$ cat src/rtl/dscw_pkg.sv
// Shared types, constants and tables for the date string checker.
`default_nettype none

package dscw_pkg;

  // Character codes and string positions
  localparam logic [7:0] CH_SLASH = 8'd47;
  localparam logic [7:0] CH_COLON = 8'd58;

  localparam logic [3:0] POS_SEP0 = 4'd4;
  localparam logic [3:0] POS_SEP1 = 4'd7;
  localparam logic [3:0] POS_LAST = 4'd9;
  localparam logic [3:0] POS_END  = 4'd10;
  localparam logic [3:0] POS_SAT  = 4'd11;

  localparam int YEAR_W = 14;
  localparam int MON_W  = 7;
  localparam int DAY_W  = 7;
  localparam int SUM_W  = 15;

  // x / 100 == (x * 5243) >> 19 for x below 43690
  localparam logic [12:0] DIV100_MUL = 13'd5243;
  localparam int          DIV100_SHR = 19;
  // x / 7 == (x * 18725) >> 17 for x below 43690
  localparam logic [14:0] DIV7_MUL   = 15'd18725;
  localparam int          DIV7_SHR   = 17;

  localparam logic [MON_W-1:0] MON_FEB = 7'd2;
  localparam logic [MON_W-1:0] MON_DEC = 7'd12;

  typedef struct packed {
    logic [YEAR_W-1:0] year;
    logic [MON_W-1:0]  month;
    logic [DAY_W-1:0]  day;
    logic              fmt_ok;
  } date_t;

  typedef struct packed {
    logic              date_ok;
    logic [SUM_W-1:0]  sum;
    logic [YEAR_W-1:0] year;
    logic [MON_W-1:0]  month;
    logic [DAY_W-1:0]  day;
  } wsum_t;

  // Days in a common year; zero for month codes outside 1..12
  function automatic logic [4:0] month_len(input logic [MON_W-1:0] m);
    logic [4:0] len;
    case (m)
      7'd1:    len = 5'd31;
      7'd2:    len = 5'd28;
      7'd3:    len = 5'd31;
      7'd4:    len = 5'd30;
      7'd5:    len = 5'd31;
      7'd6:    len = 5'd30;
      7'd7:    len = 5'd31;
      7'd8:    len = 5'd31;
      7'd9:    len = 5'd30;
      7'd10:   len = 5'd31;
      7'd11:   len = 5'd30;
      7'd12:   len = 5'd31;
      default: len = 5'd0;
    endcase
    return len;
  endfunction

  // floor(26 * (shifted month + 1) / 10); January and February count as 13 and 14
  function automatic logic [5:0] month_term(input logic [MON_W-1:0] m);
    logic [5:0] t;
    case (m)
      7'd1:    t = 6'd36;
      7'd2:    t = 6'd39;
      7'd3:    t = 6'd10;
      7'd4:    t = 6'd13;
      7'd5:    t = 6'd15;
      7'd6:    t = 6'd18;
      7'd7:    t = 6'd20;
      7'd8:    t = 6'd23;
      7'd9:    t = 6'd26;
      7'd10:   t = 6'd28;
      7'd11:   t = 6'd31;
      7'd12:   t = 6'd33;
      default: t = 6'd0;
    endcase
    return t;
  endfunction

endpackage

`default_nettype wire

$ cat src/rtl/dscw_parse.sv
// Input register, character parser and per-string date snapshot register.
`default_nettype none

module dscw_parse (
  input  wire logic               clk,
  input  wire logic               rst_n,
  input  wire logic               in_tvalid,
  output logic                    in_tready,
  input  wire logic [7:0]         in_tdata,   // [7:0] char_code
  input  wire logic               in_tlast,   // last
  output logic                    date_valid,
  input  wire logic               date_ready,
  output dscw_pkg::date_t         date
);
  import dscw_pkg::*;

  logic              in_v_r;
  logic [7:0]        in_char_r;
  logic              in_last_r;

  logic [3:0]        pos_r, pos_nxt;
  logic              fmt_bad_r, fmt_bad_nxt;
  logic [YEAR_W-1:0] year_acc_r, year_acc_nxt;
  logic [MON_W-1:0]  month_acc_r, month_acc_nxt;
  logic [DAY_W-1:0]  day_acc_r, day_acc_nxt;

  logic              date_v_r;
  date_t             date_r;

  logic              date_free;
  logic              consume;
  logic              is_digit;
  logic [3:0]        dig;

  assign date_free = !date_v_r || date_ready;
  // A closing character waits until the snapshot register is free
  assign consume   = in_v_r && (!in_last_r || date_free);
  assign in_tready = !in_v_r || consume;

  assign is_digit = (in_char_r > CH_SLASH) && (in_char_r < CH_COLON);
  assign dig      = in_char_r[3:0];

  always_comb begin
    pos_nxt       = (pos_r < POS_SAT) ? 4'(pos_r + 4'd1) : pos_r;
    fmt_bad_nxt   = fmt_bad_r;
    year_acc_nxt  = year_acc_r;
    month_acc_nxt = month_acc_r;
    day_acc_nxt   = day_acc_r;
    if (pos_r >= POS_END) begin
      fmt_bad_nxt = 1'b1;
    end else if (pos_r == POS_SEP0 || pos_r == POS_SEP1) begin
      if (in_char_r != CH_SLASH) begin
        fmt_bad_nxt = 1'b1;
      end
    end else if (!is_digit) begin
      fmt_bad_nxt = 1'b1;
    end else if (pos_r < POS_SEP0) begin
      year_acc_nxt = YEAR_W'(year_acc_r * YEAR_W'(10) + YEAR_W'(dig));
    end else if (pos_r < POS_SEP1) begin
      month_acc_nxt = MON_W'(month_acc_r * MON_W'(10) + MON_W'(dig));
    end else begin
      day_acc_nxt = DAY_W'(day_acc_r * DAY_W'(10) + DAY_W'(dig));
    end
  end

  always_ff @(posedge clk) begin
    if (!rst_n) begin
      in_v_r      <= 1'b0;
      pos_r       <= '0;
      fmt_bad_r   <= 1'b0;
      year_acc_r  <= '0;
      month_acc_r <= '0;
      day_acc_r   <= '0;
      date_v_r    <= 1'b0;
    end else begin
      if (in_tready) begin
        in_v_r <= in_tvalid;
      end
      if (consume) begin
        if (in_last_r) begin
          // Start the next string from a clean state
          pos_r       <= '0;
          fmt_bad_r   <= 1'b0;
          year_acc_r  <= '0;
          month_acc_r <= '0;
          day_acc_r   <= '0;
        end else begin
          pos_r       <= pos_nxt;
          fmt_bad_r   <= fmt_bad_nxt;
          year_acc_r  <= year_acc_nxt;
          month_acc_r <= month_acc_nxt;
          day_acc_r   <= day_acc_nxt;
        end
      end
      if (date_free) begin
        date_v_r <= consume && in_last_r;
      end
    end
  end

  always_ff @(posedge clk) begin
    if (in_tvalid && in_tready) begin
      in_char_r <= in_tdata;
      in_last_r <= in_tlast;
    end
    if (consume && in_last_r) begin
      date_r.year   <= year_acc_nxt;
      date_r.month  <= month_acc_nxt;
      date_r.day    <= day_acc_nxt;
      date_r.fmt_ok <= !fmt_bad_nxt && (pos_r == POS_LAST);
    end
  end

  assign date_valid = date_v_r;
  assign date       = date_r;

endmodule

`default_nettype wire

$ cat src/rtl/dscw_calc.sv
// Calendar check and Zeller sum, two register stages.
`default_nettype none

module dscw_calc (
  input  wire logic               clk,
  input  wire logic               rst_n,
  input  wire logic               date_valid,
  output logic                    date_ready,
  input  wire dscw_pkg::date_t    date,
  output logic                    wsum_valid,
  input  wire logic               wsum_ready,
  output dscw_pkg::wsum_t         wsum
);
  import dscw_pkg::*;

  // Stage A: quotients by 100, shifted year and month term
  logic              a_v_r;
  logic [YEAR_W-1:0] a_year_r;
  logic [MON_W-1:0]  a_month_r;
  logic [DAY_W-1:0]  a_day_r;
  logic              a_fmt_r;
  logic [YEAR_W-1:0] a_yy_r;
  logic [7:0]        a_yq_r;
  logic [7:0]        a_yyq_r;
  logic [5:0]        a_mterm_r;

  // Stage B: validity and weekday sum
  logic              b_v_r;
  wsum_t             b_r;

  logic              a_free, b_free;
  logic [YEAR_W-1:0] yy;
  logic [26:0]       y_prod, yy_prod;

  logic              is_cent, is_leap, ok;
  logic [4:0]        limit;
  logic [SUM_W-1:0]  sum;

  assign b_free     = !b_v_r || wsum_ready;
  assign a_free     = !a_v_r || b_free;
  assign date_ready = a_free;

  // January and February belong to the previous year
  assign yy      = (date.month <= MON_FEB) ? YEAR_W'(date.year - YEAR_W'(1)) : date.year;
  assign y_prod  = 27'(date.year) * 27'(DIV100_MUL);
  assign yy_prod = 27'(yy) * 27'(DIV100_MUL);

  always_comb begin
    is_cent = (a_year_r == YEAR_W'(YEAR_W'(a_yq_r) * YEAR_W'(100)));
    is_leap = (a_year_r[1:0] == 2'b00) && (!is_cent || (a_yq_r[1:0] == 2'b00));
    limit   = month_len(a_month_r);
    if (a_month_r == MON_FEB && is_leap) begin
      limit = 5'd29;
    end
    ok = a_fmt_r && (a_year_r != '0) && (a_month_r != '0) && (a_month_r <= MON_DEC)
         && (a_day_r != '0) && (a_day_r <= DAY_W'(limit));
    sum = SUM_W'(a_day_r) + SUM_W'(a_mterm_r) + SUM_W'(a_yy_r) + SUM_W'(a_yy_r >> 2)
          + SUM_W'(a_yyq_r) * SUM_W'(6) + SUM_W'(a_yyq_r >> 2);
  end

  always_ff @(posedge clk) begin
    if (!rst_n) begin
      a_v_r <= 1'b0;
      b_v_r <= 1'b0;
    end else begin
      if (a_free) begin
        a_v_r <= date_valid;
      end
      if (b_free) begin
        b_v_r <= a_v_r;
      end
    end
  end

  always_ff @(posedge clk) begin
    if (a_free && date_valid) begin
      a_year_r  <= date.year;
      a_month_r <= date.month;
      a_day_r   <= date.day;
      a_fmt_r   <= date.fmt_ok;
      a_yy_r    <= yy;
      a_yq_r    <= y_prod[DIV100_SHR +: 8];
      a_yyq_r   <= yy_prod[DIV100_SHR +: 8];
      a_mterm_r <= month_term(date.month);
    end
    if (b_free && a_v_r) begin
      b_r.date_ok <= ok;
      b_r.sum     <= sum;
      b_r.year    <= a_year_r;
      b_r.month   <= a_month_r;
      b_r.day     <= a_day_r;
    end
  end

  assign wsum_valid = b_v_r;
  assign wsum       = b_r;

endmodule

`default_nettype wire

$ cat src/rtl/dscw_out.sv
// Modulo-7 reduction of the weekday sum and the result register.
`default_nettype none

module dscw_out (
  input  wire logic               clk,
  input  wire logic               rst_n,
  input  wire logic               wsum_valid,
  output logic                    wsum_ready,
  input  wire dscw_pkg::wsum_t    wsum,
  output logic                    out_tvalid,
  input  wire logic               out_tready,
  output logic [31:0]             out_tdata,
  output logic                    out_tuser
);
  import dscw_pkg::*;

  logic             out_v_r;
  logic [31:0]      out_data_r;
  logic             out_user_r;

  logic [29:0]      prod;
  logic [12:0]      q7;
  logic [SUM_W-1:0] rem;
  logic [2:0]       wday;

  assign wsum_ready = !out_v_r || out_tready;

  assign prod = 30'(wsum.sum) * 30'(DIV7_MUL);
  assign q7   = prod[DIV7_SHR +: 13];
  assign rem  = SUM_W'(wsum.sum - SUM_W'(SUM_W'(q7) * SUM_W'(7)));
  assign wday = wsum.date_ok ? rem[2:0] : 3'd0;

  always_ff @(posedge clk) begin
    if (!rst_n) begin
      out_v_r <= 1'b0;
    end else if (wsum_ready) begin
      out_v_r <= wsum_valid;
    end
  end

  always_ff @(posedge clk) begin
    if (wsum_ready && wsum_valid) begin
      out_data_r <= {1'b0, wsum.day, wsum.month, wsum.year, wday};
      out_user_r <= wsum.date_ok;
    end
  end

  assign out_tvalid = out_v_r;
  assign out_tdata  = out_data_r;
  assign out_tuser  = out_user_r;

endmodule

`default_nettype wire

$ cat src/rtl/date_string_check_and_weekday.sv
// Top level: date string checker with Zeller weekday output.
`default_nettype none

// Channel   Dir  tdata (low bit up)                              tuser      tlast
// in_       in   [7:0] char_code                                 -          last
// out_      out  [2:0] weekday [16:3] year [23:17] month         valid_res  -
//                [30:24] day [31] zero
//
// Accepts one character per cycle unless a closing character is held back.
// A result passes through the input register, snapshot register, quotient stage,
// sum stage and mod-7 stage, which is the output register. Reset clears the
// parser state and all stage valid bits. Each stage holds while the one after
// it is full and stalled; other characters keep flowing, and only a closing
// character waits in the input register while the snapshot register is full
// and stalled.
module date_string_check_and_weekday (
  input  wire logic        clk,
  input  wire logic        rst_n,
  input  wire logic        in_tvalid,
  output logic             in_tready,
  input  wire logic [7:0]  in_tdata,    // [7:0] char_code
  input  wire logic        in_tlast,    // marks the final character
  output logic             out_tvalid,
  input  wire logic        out_tready,
  output logic [31:0]      out_tdata,   // [2:0] weekday, [16:3] year, [23:17] month,
                                        // [30:24] day, [31] zero
  output logic             out_tuser    // valid_res
);
  import dscw_pkg::*;

  logic  date_valid, date_ready;
  date_t date;
  logic  wsum_valid, wsum_ready;
  wsum_t wsum;

  // Parse characters, snapshot the fields on the closing character
  dscw_parse u_parse (
    .clk        (clk),
    .rst_n      (rst_n),
    .in_tvalid  (in_tvalid),
    .in_tready  (in_tready),
    .in_tdata   (in_tdata),
    .in_tlast   (in_tlast),
    .date_valid (date_valid),
    .date_ready (date_ready),
    .date       (date)
  );

  // Check the calendar date and build the congruence sum
  dscw_calc u_calc (
    .clk        (clk),
    .rst_n      (rst_n),
    .date_valid (date_valid),
    .date_ready (date_ready),
    .date       (date),
    .wsum_valid (wsum_valid),
    .wsum_ready (wsum_ready),
    .wsum       (wsum)
  );

  // Reduce modulo 7 and drive the result channel
  dscw_out u_out (
    .clk        (clk),
    .rst_n      (rst_n),
    .wsum_valid (wsum_valid),
    .wsum_ready (wsum_ready),
    .wsum       (wsum),
    .out_tvalid (out_tvalid),
    .out_tready (out_tready),
    .out_tdata  (out_tdata),
    .out_tuser  (out_tuser)
  );

  // No result may be pending right after reset
  a_reset_empty: assert property (@(posedge clk) !rst_n |=> !out_tvalid)
    else $error("result pending after reset");

  // A valid date always carries a real weekday
  a_wday_range: assert property (@(posedge clk) disable iff (!rst_n)
    out_tvalid && out_tuser |-> out_tdata[2:0] != 3'd7)
    else $error("weekday out of range");

  // A rejected date reports weekday zero
  a_wday_zero: assert property (@(posedge clk) disable iff (!rst_n)
    out_tvalid && !out_tuser |-> out_tdata[2:0] == 3'd0)
    else $error("nonzero weekday on invalid date");

  // A valid date has nonzero year, month 1..12 and day 1..31
  a_date_sane: assert property (@(posedge clk) disable iff (!rst_n)
    out_tvalid && out_tuser |-> (out_tdata[16:3] != 14'd0) && (out_tdata[23:17] != 7'd0)
      && (out_tdata[23:17] <= 7'd12) && (out_tdata[30:24] != 7'd0)
      && (out_tdata[30:24] <= 7'd31))
    else $error("valid flag on impossible date");

endmodule

`default_nettype wire
$ cat config.mk
export PLATFORM = sky130hd
export DESIGN_NAME = date_string_check_and_weekday
export DESIGN_NICKNAME = d
export VERILOG_FILES = /design/src/rtl/dscw_pkg.sv /design/src/rtl/dscw_parse.sv /design/src/rtl/dscw_calc.sv /design/src/rtl/dscw_out.sv /design/src/rtl/date_string_check_and_weekday.sv
export SDC_FILE = /design/constraint.sdc
export NUM_CORES = 1
export LEC_CHECK = 0
export BUFFER_PORTS_ARGS = -buffer_cell sky130_fd_sc_hd__buf_2
export CORE_MARGIN = 2
export CORE_UTILIZATION = 45
export CTS_CLUSTER_DIAMETER = 50
export DETAILED_ROUTE_END_ITERATION = 8
export PLACE_DENSITY = 0.69
export RECOVER_POWER = 25
export SYNTH_ARGS = -nofsm -noshare
export SYNTH_HDL_FRONTEND = slang
export SYNTH_SLANG_ARGS = --single-unit
$ cat constraint.sdc
create_clock -name clk -period 17.9 [get_ports clk]
set_input_delay 2.685 -clock clk [delete_from_list [all_inputs] [get_ports clk]]
set_output_delay 2.685 -clock clk [all_outputs]
set_load 0.1 [all_outputs]
* After elaboration in Yosys (flattened, before gate mapping) *
Memory sizes are Yosys's and may differ from the RTL's. A register that Yosys moved wholly into a read port is not among the register bits.
Index checks and enable logic that the tools add are counted.

storage, ports and cells
  input bits = 13
  word-level logic and storage cells = 137
  output and inout port bits = 35
  memories = 2
  bits in read-only memories = 176
  flip-flop bits (word level) = 211

memories
  memory            depth  width  read ports  clocked after memory_dff  write ports  line            source
  (name not given)  16     6      1           1                         0            dscw_pkg.sv:70  case (m)
  (name not given)  16     5      1           1                         0            dscw_pkg.sv:49  case (m)

cells by class
  add/subtract/negate cells = 11
  multipliers = 9
  muxes and demuxes = 28
  reductions and logical operators = 41
  equal/unequal tests = 6
  $lt $le $gt $ge = 9

operator list
  operator                                             count
  2-to-1 mux 14 bit                                    6
  2-to-1 mux 7 bit                                     12
  multiplier 14 x 13 -> 27 bit, second input constant  2
  multiplier 15 x 15 -> 30 bit, second input constant  1
  adder 15 x 11 -> 15 bit                              1
  adder 15 x 12 -> 15 bit                              1
  adder 15 x 14 -> 15 bit                              1
  adder 15 x 6 -> 15 bit                               1
  logical AND 1 bit                                    15
  adder 14 x 4 -> 14 bit                               1
  adder 7 x 4 -> 7 bit                                 2
  equality test 14 bit                                 1
  multiplier 14 x 3 -> 13 bit, second input constant   1
  multiplier 7 x 3 -> 6 bit, second input constant     2
  nonzero test 14 bit                                  1
  nonzero test 7 bit                                   2
  subtractor 14 x 1 -> 14 bit, second input constant   1
  multiplier 13 x 3 -> 3 bit, second input constant    1
  multiplier 8 x 5 -> 12 bit, second input constant    1
  2-to-1 mux 4 bit                                     3
  multiplier 8 x 2 -> 10 bit, second input constant    1
  2-to-1 mux 5 bit                                     2
  zero test 1 bit                                      9
  adder 7 x 6 -> 8 bit                                 1
  20 further kinds                                     35

* Logic depth before layout (Yosys ltp) *
Gate-level depths: netlist (run 1).

  depth after elaboration = 9
  mapped depth = 28
  mapped depth without buffers = 28

* By module *
From an unflattened synthesis (run 1), not the netlist that was laid out.

second synthesis, totals
  cell total of the unflattened synthesis = 1824
  area, all modules = 20669.8 sq um

modules (own cells, without submodules)
  module      cells each  sequential area each (sq um)  times used  area each (sq um)
  dscw_calc   1169        3373.2                        1           13282.7
  dscw_parse  387         1841.8                        1           4187.8
  dscw_out    268         980.9                         1           3199.3

* Least setup slack after synthesis (run 1) *
Ideal clock, no wire load.

  path kind = input -> output
  start point = input port out_tready
  end point = output port in_tready
  stages = 3
  buffers on the path = 0
  required time = 15.215 ns
  arrival = 4.079 ns
  setup slack = 11.136 ns
  cell sequence = nor2b_1 -> and3_1 -> nand4_1

between the ends
  longest elaborated chain between the ends = 7

ends and longest elaborated chain
  element            line                                 source
  from (decl)        date_string_check_and_weekday.sv:24  input wire logic out_tready,
  logical OR 1 bit   dscw_out.sv:26                       assign wsum_ready = !out_v_r || out_tready;
  logical OR 1 bit   dscw_calc.sv:39                      assign b_free = !b_v_r || wsum_ready;
  logical OR 1 bit   dscw_calc.sv:40                      assign a_free = !a_v_r || b_free;
  logical OR 1 bit   dscw_parse.sv:35                     assign date_free = !date_v_r || date_ready;
  logical OR 1 bit   dscw_parse.sv:37                     assign consume = in_v_r && (!in_last_r || date_free);
  logical AND 1 bit  dscw_parse.sv:37
  logical OR 1 bit   dscw_parse.sv:38                     assign in_tready = !in_v_r || consume;
  to (decl)          date_string_check_and_weekday.sv:20  output logic in_tready,

Every way passes these cells.

* Worst setup path in the final report (run 1) *
  start point = register u_parse.date_r, in the netlist u_parse.date[14]
  end point = register u_calc.a_yyq_r[4] (data pin)

between the ends
  longest elaborated chain between the ends = 3

ends and longest elaborated chain
  element                                  line              source
  from (decl)                              dscw_parse.sv:28  date_t date_r;
  less-or-equal comparator 7 x 2 -> 1 bit  dscw_calc.sv:44   assign yy = (date.month <= MON_FEB) ? YEAR_W'(date.year - YEAR_W'(1)) : date.year;
  2-to-1 mux 14 bit                        dscw_calc.sv:44
  via u_calc.yy[10]                        dscw_calc.sv:32   logic [YEAR_W-1:0] yy;
  multiplier 14 x 13 -> 27 bit             dscw_calc.sv:46   assign yy_prod = 27'(yy) * 27'(DIV100_MUL);
  via u_calc.yy_prod[23]                   dscw_calc.sv:33   logic [26:0] y_prod, yy_prod;
  to (signal assigned)                     dscw_calc.sv:83   a_yyq_r <= yy_prod[DIV100_SHR +: 8];
  to (decl)                                dscw_calc.sv:24   logic [7:0] a_yyq_r;

The timed path passes the listed nets, and every way through them passes these cells.
A chain may end at the register's enable or synchronous reset.

==> results of run 1 <==
## report_power, final
group,switching [uW],internal (uW)
clock network,259,412
registers,14.4,584
logic,500,440
## state kept, by name, indices dropped and copies added (netlist names), 6 cells and up, named ones only
register             count
u_calc.wsum             44
u_out.out_tdata         31
u_parse.date            29
u_calc.a_year_r         14
u_calc.a_yy_r           14
u_parse.year_acc_r      14
u_calc.a_yq_r            8
u_calc.a_yyq_r           8
u_parse.in_char_r        8
u_calc.a_day_r           7
u_calc.a_month_r         7
u_parse.day_acc_r        7
u_parse.month_acc_r      7
u_calc.a_mterm_r         6
## final timing paths
kind | start | endpoint | slack (ps) | cells past startpoint
worst max-delay path | u_parse.date[14] | u_calc.a_yyq_r[4] | 9750 | 24
worst min-delay path | u_calc.wsum[0] | u_out.out_tdata[24] | 420 | 0
worst max register to register | u_parse.date[14] | u_calc.a_yyq_r[4] | 9750 | 24
worst min register to register | u_calc.wsum[0] | u_out.out_tdata[24] | 420 | 0
## logic make-up after synthesis
logic type	after synthesis	synth area share, %
buffers and inverters	369	6.84
AO/OA/AOI/OAI	217	7.35
XOR/XNOR	121	5.35
flip-flops	220	30.3
adder cells (fa/ha/maj)	590	43.1
AND/OR/NAND/NOR	250	6.32
other	1	0.0184
multiplexers	12	0.643
## placed cells by master, fill, tap and decap left out, drive strengths merged, types with 42 or more instances in the layout
master    n
a21oi    53
buf      55
edfxtp  179
fa      190
ha      400
inv     358
nand2    59
nor2     54
nor2b    42
o21ai    44
xnor2    93
## worst max-delay path: cells and delay by family (launching register included)
family          cells  cell delay [ps]
compound gates      9             2070
flops               1              370
simple gates        3             1930
fa+ha+maj           6             2370
xor+xnor            3              780
buf+inv             3              380
## final cells by class
cell class / instances / area [um^2]
timing repair buffer: 59 / 313
clock buffer: 37 / 883
inverter: 348 / 1310
tap: 600 / 751
clock inverter: 24 / 268
sequential: 220 / 6200
multi-input combinational: 1191 / 12800
fill: 3975 / 22500
## per-layer routing
layer	routed length, um	up-vias
met4	938	0
met2	20400	169
li1	-	6155
met1	18300	6167
met5	0	-
met3	1200	57
## per-stage QoR
step | setup WS [ps] | util, %
2_1_floorplan | 11140 | -
3_3_place_gp | 10600 | 47.5
3_5_place_dp | 10360 | 47.5
4_1_cts | 10330 | 50.1
5_1_grt | 9290 | 50.0
6_report | 9750 | 50.0
==> summary.txt, run 1 <==
STA
  – Final setup TNS: 0 ps
  – Crit path time final: 8150 ps
  – Final setup fails: 0
  – Final setup skew: 18.6 ps
  – F_max: 123 MHz
  – RSZ-0062 raised after global routing: false
  – Slew margin rel.: 1.86%
  – Final Max Tran Viols: 0
  – Final hold slack: 416 ps
  – Crit share post-route: 45.5%
  – Transition time of the tightest slew-check pin: 1460 ps
  – Fin. Hold Viols: 0

Run status
  – Run status: complete, but fails checks
  – Failing checks: capacitance limit

Detailed routing
  – Vias: 12.5k
  – DRC: 0
  – Drt wl/cell: 16.5 um
  – Drt via density: 5.06
  – Total iterations of the first detailed-routing run: 5
  – DRT antenna net count: 0
  – Drt total wl: 40,800 um
  – Detailed Route Iter0 Violations: 697

Global routing
  – Busiest grt layer: met2
  – Global-route wire length before repair: 68,800 um
  – Largest net degree at the start of global routing: 66
  – Remaining global-route overflow: 0
  – GR Util met3: 2.57%
  – Grt met1 use: 23.5%
  – GR Util met2: 32.5%
  – Initial antenna violation count: 0
  – Vias in the first global route: 13.6k
  – Tot GR Track Use: 18.4%

CTS
  – CTS Buf Count: 34
  – Clock latency on the worst-skew pair: 530 ps
  – CTS tree: built
  – Clk buf depth: 3
  – Clock root buffer: clkbuf_16
  – H-tree depth: 2
  – Clock Pin Slew Worst Setup and Hold Paths: 60 ps
  – Clk sinks: 220
  – Post-CTS Hold Buffers: 0
  – Setup bufs post-CTS: 0
  – # resized after CTS: 0

Floorplanning
  – Die ar.: 0.0471 mm^2
  – Initial core utilization: 45.3%
  – I/O pin cnt: 48
  – Die height: 217 um
  – Core area: 0.0451 mm^2
  – Die Span X: 217 um
  – Rows: 78

Worst setup path
  – Slowest CP cell: nor4_1
  – Worst EP required: 18,170 ps
  – CP Launch Type: flip-flop
  – Crit-path cells: or3_1, nor4_1, nand3_1, xnor2_1, inv_1, xnor2_1, ha_1, o21bai_1, ha_1, fa_1, fa_1, inv_1, fa_1, inv_1, ha_1, a21o_1, a211o_1, a211oi_1, o31ai_1, a31oi_1, o21bai_1, a21o_1, a21oi_1, xnor2_1
  – Arrival @ worst endpoint: 8420 ps
  – Worst setup path class: reg -> reg
  – CP endpoint kind: flip-flop
  – Crit-path max cell delay: 1200 ps
  – Worst-path maximum fanout: 8

Final layout
  – Non-filler cells, final: 2,479
  – Final instance area: 0.0226 mm^2
  – Diodes inserted: 0
  – Nets: 2,457
  – Area growth from synthesis to layout: 10.4%
  – Share of cells above drive strength 1: 7.82%

Placement
  – Placed cell areas: 0.0214 mm^2
  – Routability Congestion: 0.870
  – I/O Buffers: 46
  – Dpl hpwl: 33,100 um
  – DP Cell Count: 2,418

Run
  – Max-cap viol count: 1

Synthesis
  – Mapped cell area: 0.0204 mm^2
  – Post-synth top area share: 26.3%
  – Cell variety after synth: 73
  – Post-synthesis register bit count: 220
  – Syn_nets: 2,383
  – Top post-synthesis cells by area: edfxtp_1 26%, ha_1 25%, fa_1 19%
  – Yosys top cell by area: edfxtp_1
  – Top cells by count, synth: 400 x ha_1, 347 x inv_1, 190 x fa_1
  – Most frequent cell after synthesis: ha_1
  – Synthesis warning total: 0
  – Syn Area/Cell: 11.5 um^2
  – Main synth FF type: edfxtp_1
  – Sequential share of the synthesized area: 30.3%
  – Post-synth EDFFs: 179
  – Synth async-reset ratio: 0%
  – Cells after Synth: 1,780

Power and ir drop
  – Worst vdd ir: 0.224 mV
  – Tot Pwr: 2210 uW
  – Power Dens Cells: 98.0 mW/mm^2
  – P_leak: 0.0105 uW

Hold path
  – HP Class: reg -> reg
(Power assumes the default switching activity.)
==> run 2, diff against run 1 <==
==> constraint.sdc (replaced) <==
create_clock -name clk -period 8.28 [get_ports clk]
set_input_delay 1.242 -clock clk [delete_from_list [all_inputs] [get_ports clk]]
set_output_delay 1.242 -clock clk [all_outputs]
set_load 0.1 [all_outputs]
==> run 2 against run 1 <==
- the flow finishes with violations (capacitance limit, slew limit)
- non-clock buffer count decreased by 1
- global-route usage decreased by 0.50 points
- first-iteration DRC count decreased by 12%
- core utilization decreased by 0.35 points
- clock-buffer cell count decreased by 3
- via count decreased by 0.14%
- maximum frequency increased by 9.7%
==> summary.txt, run 2 (synthesis gave the netlist of run 1 again) <==
Run status
  – Run status: complete, but fails checks
  – Failing checks: capacitance limit, slew limit

Detailed routing
  – Drt wl/cell: 16.3 um (-0.89%)
  – Top sig layer: met4
  – Total iterations of the first detailed-routing run: 5 (unchanged)
  – Drt via density: 5.07 (+0.18%)
  – DRT antenna net count: 0 (unchanged)
  – Met3 WL post-DR: 1270 um (+6.0%)
  – Vias: 12.5k (-0.14%)
  – Met2 wire length: 19,600 um (-3.8%)
  – Drt total wl: 40,300 um (-1.2%)
  – DRC: 0 (unchanged)
  – Met1 wire length: 18,500 um (+0.96%)
  – Detailed Route Iter0 Violations: 616 (-12%)

Placement
  – Routability Congestion: 0.910 (+4.5%)
  – Placed cell areas: 0.0214 mm^2 (about the same)
  – Dpl hpwl: 33,300 um (+0.77%)
  – DP Cell Count: 2,417 (-0.041%)
  – I/O Buffers: 46 (unchanged)

STA
  – Final setup fails: 0 (unchanged)
  – RSZ-0062 raised after global routing: false
  – Final setup skew: 12.9 ps (-5.71 ps)
  – Final setup TNS: 0 ps (unchanged)
  – Crit path time final: 7430 ps (-720 ps)
  – Crit share post-route: 89.8% (+44 points)
  – Transition time of the tightest slew-check pin: 1550 ps (+92.1 ps)
  – Slew margin rel.: -3.38% (-5.2 points)
  – Fin. Hold Viols: 0 (unchanged)
  – F_max: 135 MHz (+9.7%)
  – Final Max Tran Viols: 40 (+40)

Worst setup path
  – Slowest CP cell: xnor2_1
  – Arrival @ worst endpoint: 7740 ps (-680 ps)
  – Worst EP required: 8590 ps (-9580 ps)
  – Crit-path max cell delay: 700 ps (-500 ps)
  – Crit path top cell by count: inv_1
  – Worst setup path class: reg -> reg
  – CP endpoint kind: flip-flop
  – CP Launch Type: flip-flop
  – R2R depth: 26 (+8.3%)
  – Worst R2R Start: u_parse.date[16]
  – R2R Path End: u_calc.a_yyq_r[7]
  – Worst-path maximum fanout: 8 (unchanged)
  – R2R Setup Slk: 850 ps (-8900 ps)

Hold path
  – HP Class: reg -> reg
  – Hold Path Stages: 0 (unchanged)
  – Worst hold path startpoint: u_calc.wsum[16]
  – Hold worst-path end: u_out.out_tdata[5]

Floorplanning
  – Initial core utilization: 45.3% (unchanged)
  – Die Span X: 217 um (unchanged)
  – Core area: 0.0451 mm^2 (unchanged)
  – Rows: 78 (unchanged)
  – Die height: 217 um (unchanged)
  – I/O pin cnt: 48 (unchanged)
  – Die ar.: 0.0471 mm^2 (unchanged)

Final layout
  – Share of cells above drive strength 1: 7.64% (-0.18 points)
  – Commonest cells after routing, fill and taps aside: 400 x ha_1, 346 x inv_1, 190 x fa_1, 179 x edfxtp_1, 91 x xnor2_1
  – Final instance area: 0.0224 mm^2 (-0.70%)
  – Non-filler cells, final: 2,471 (-0.32%)
  – Multi-input logic area: 0.0128 mm^2 (unchanged)
  – Register area: 0.00620 mm^2 (unchanged)
  – Leading cell type in the layout, fill and taps excluded: ha_1
  – Diodes inserted: 0 (unchanged)
  – Area growth from synthesis to layout: 9.66%
  – Fill cells: 4,025 (+1.3%)
  – Nets: 2,451 (-0.24%)
  – Post-layout util: 49.7% (-0.35 points)
  – Max reg flops: 44 (unchanged)

Global routing
  – Largest net degree at the start of global routing: 66 (unchanged)
  – Vias in the first global route: 13.1k (-3.4%)
  – Initial antenna violation count: 1 (+1)
  – Global-route wire length before repair: 67,300 um (-2.2%)
  – Tot GR Track Use: 17.9% (-0.50 points)
  – Remaining global-route overflow: 0 (unchanged)

CTS
  – CTS tree: built
  – Post-CTS Hold Buffers: 0 (unchanged)
  – Clock root buffer: clkbuf_16
  – CTS Buf Count: 29 (-15%)
  – Setup bufs post-CTS: 0 (unchanged)
  – Clk sinks: 220 (unchanged)
  – Clk buf depth: 3 (unchanged)
  – H-tree depth: 1 (-1)
  – Clock latency on the worst-skew pair: 570 ps (+40 ps)
  – # resized after CTS: 0 (unchanged)
  – Clock Pin Slew Worst Setup and Hold Paths: 60 ps (about the same)

Power and ir drop
  – Power Dens Cells: 205 mW/mm^2 (+110%)
  – P_leak: 0.0104 uW (-0.82%)
  – Worst vdd ir: 0.257 mV (+14%)

Run
  – Max-cap viol count: 1 (unchanged)
-- run 2: changes by cell type in the layout (fill, tap and decap cells not counted), sizes merged --
cell    before  now
buf         55   56
clkinv       8   10
clkbuf      41   36
inv        358  353
bufinv       3    2
-- run 2: layer usage --
| layer | vias to the layer above | track usage [%] |
|---|---|---|
| met5 | - | 0 |
| met4 | 0 | 4.84 |
| met3 | 49 | 1.87 |
| met2 | 189 | 30.4 |
| met1 | 6144 | 24.3 |
| li1 | 6148 | - |
-- run 2: where the power goes --
group | switching, uW | internal, uW | total (uW)
Sequential | 32.2 | 1260 | 1290
Combinational | 1100 | 949 | 2050
Clock | 516 | 742 | 1260
Total | 1640 | 2950 | 4600
-- run 2: layout make-up --
cell class / instances / area share (%)
clock buffers: 34 / 3.41
multi-input cells: 1191 / 57.3
flip-flops and latches: 220 / 27.7
inverters: 348 / 5.83
repair buffers: 58 / 1.41
clock inverters: 20 / 1.01
well taps: 600 / 3.35
-- run 2: worst max path at each step --
stage	endpoint	slack (ps)	startpoint
detailed placement	u_calc.a_yyq_r[4]	840	u_parse.date[16]
global placement	u_calc.a_yyq_r[7]	1040	u_parse.date[17]
global route	u_calc.a_yyq_r[7]	290	u_parse.date[17]
finish	u_calc.a_yyq_r[7]	850	u_parse.date[16]
CTS	u_calc.a_yyq_r[7]	820	u_parse.date[16]
floorplan	u_calc.a_yyq_r[7]	1600	u_parse.date[14]
-- run 2: worst max-delay path, delay by kind of cell, from the launching register on --
| kind | cells | cell delay, ps |
|---|---|---|
| fa+ha+maj | 7 | 2950 |
| compound gates | 11 | 2240 |
| xor+xnor | 2 | 780 |
| buf+inv | 5 | 550 |
| flops | 1 | 520 |
| simple gates | 1 | 100 |
-- run 2: through the flow --
stage / hold WS [ps] / power [uW] / setup WS, ps
6_report: 418 / 4600 / 848
3_5_place_dp: 405 / 3380 / 838
3_3_place_gp: 404 / 3300 / 1040
2_1_floorplan: 400 / 2940 / 1600
4_1_cts: 419 / 4670 / 817
5_1_grt: 423 / 5020 / 290
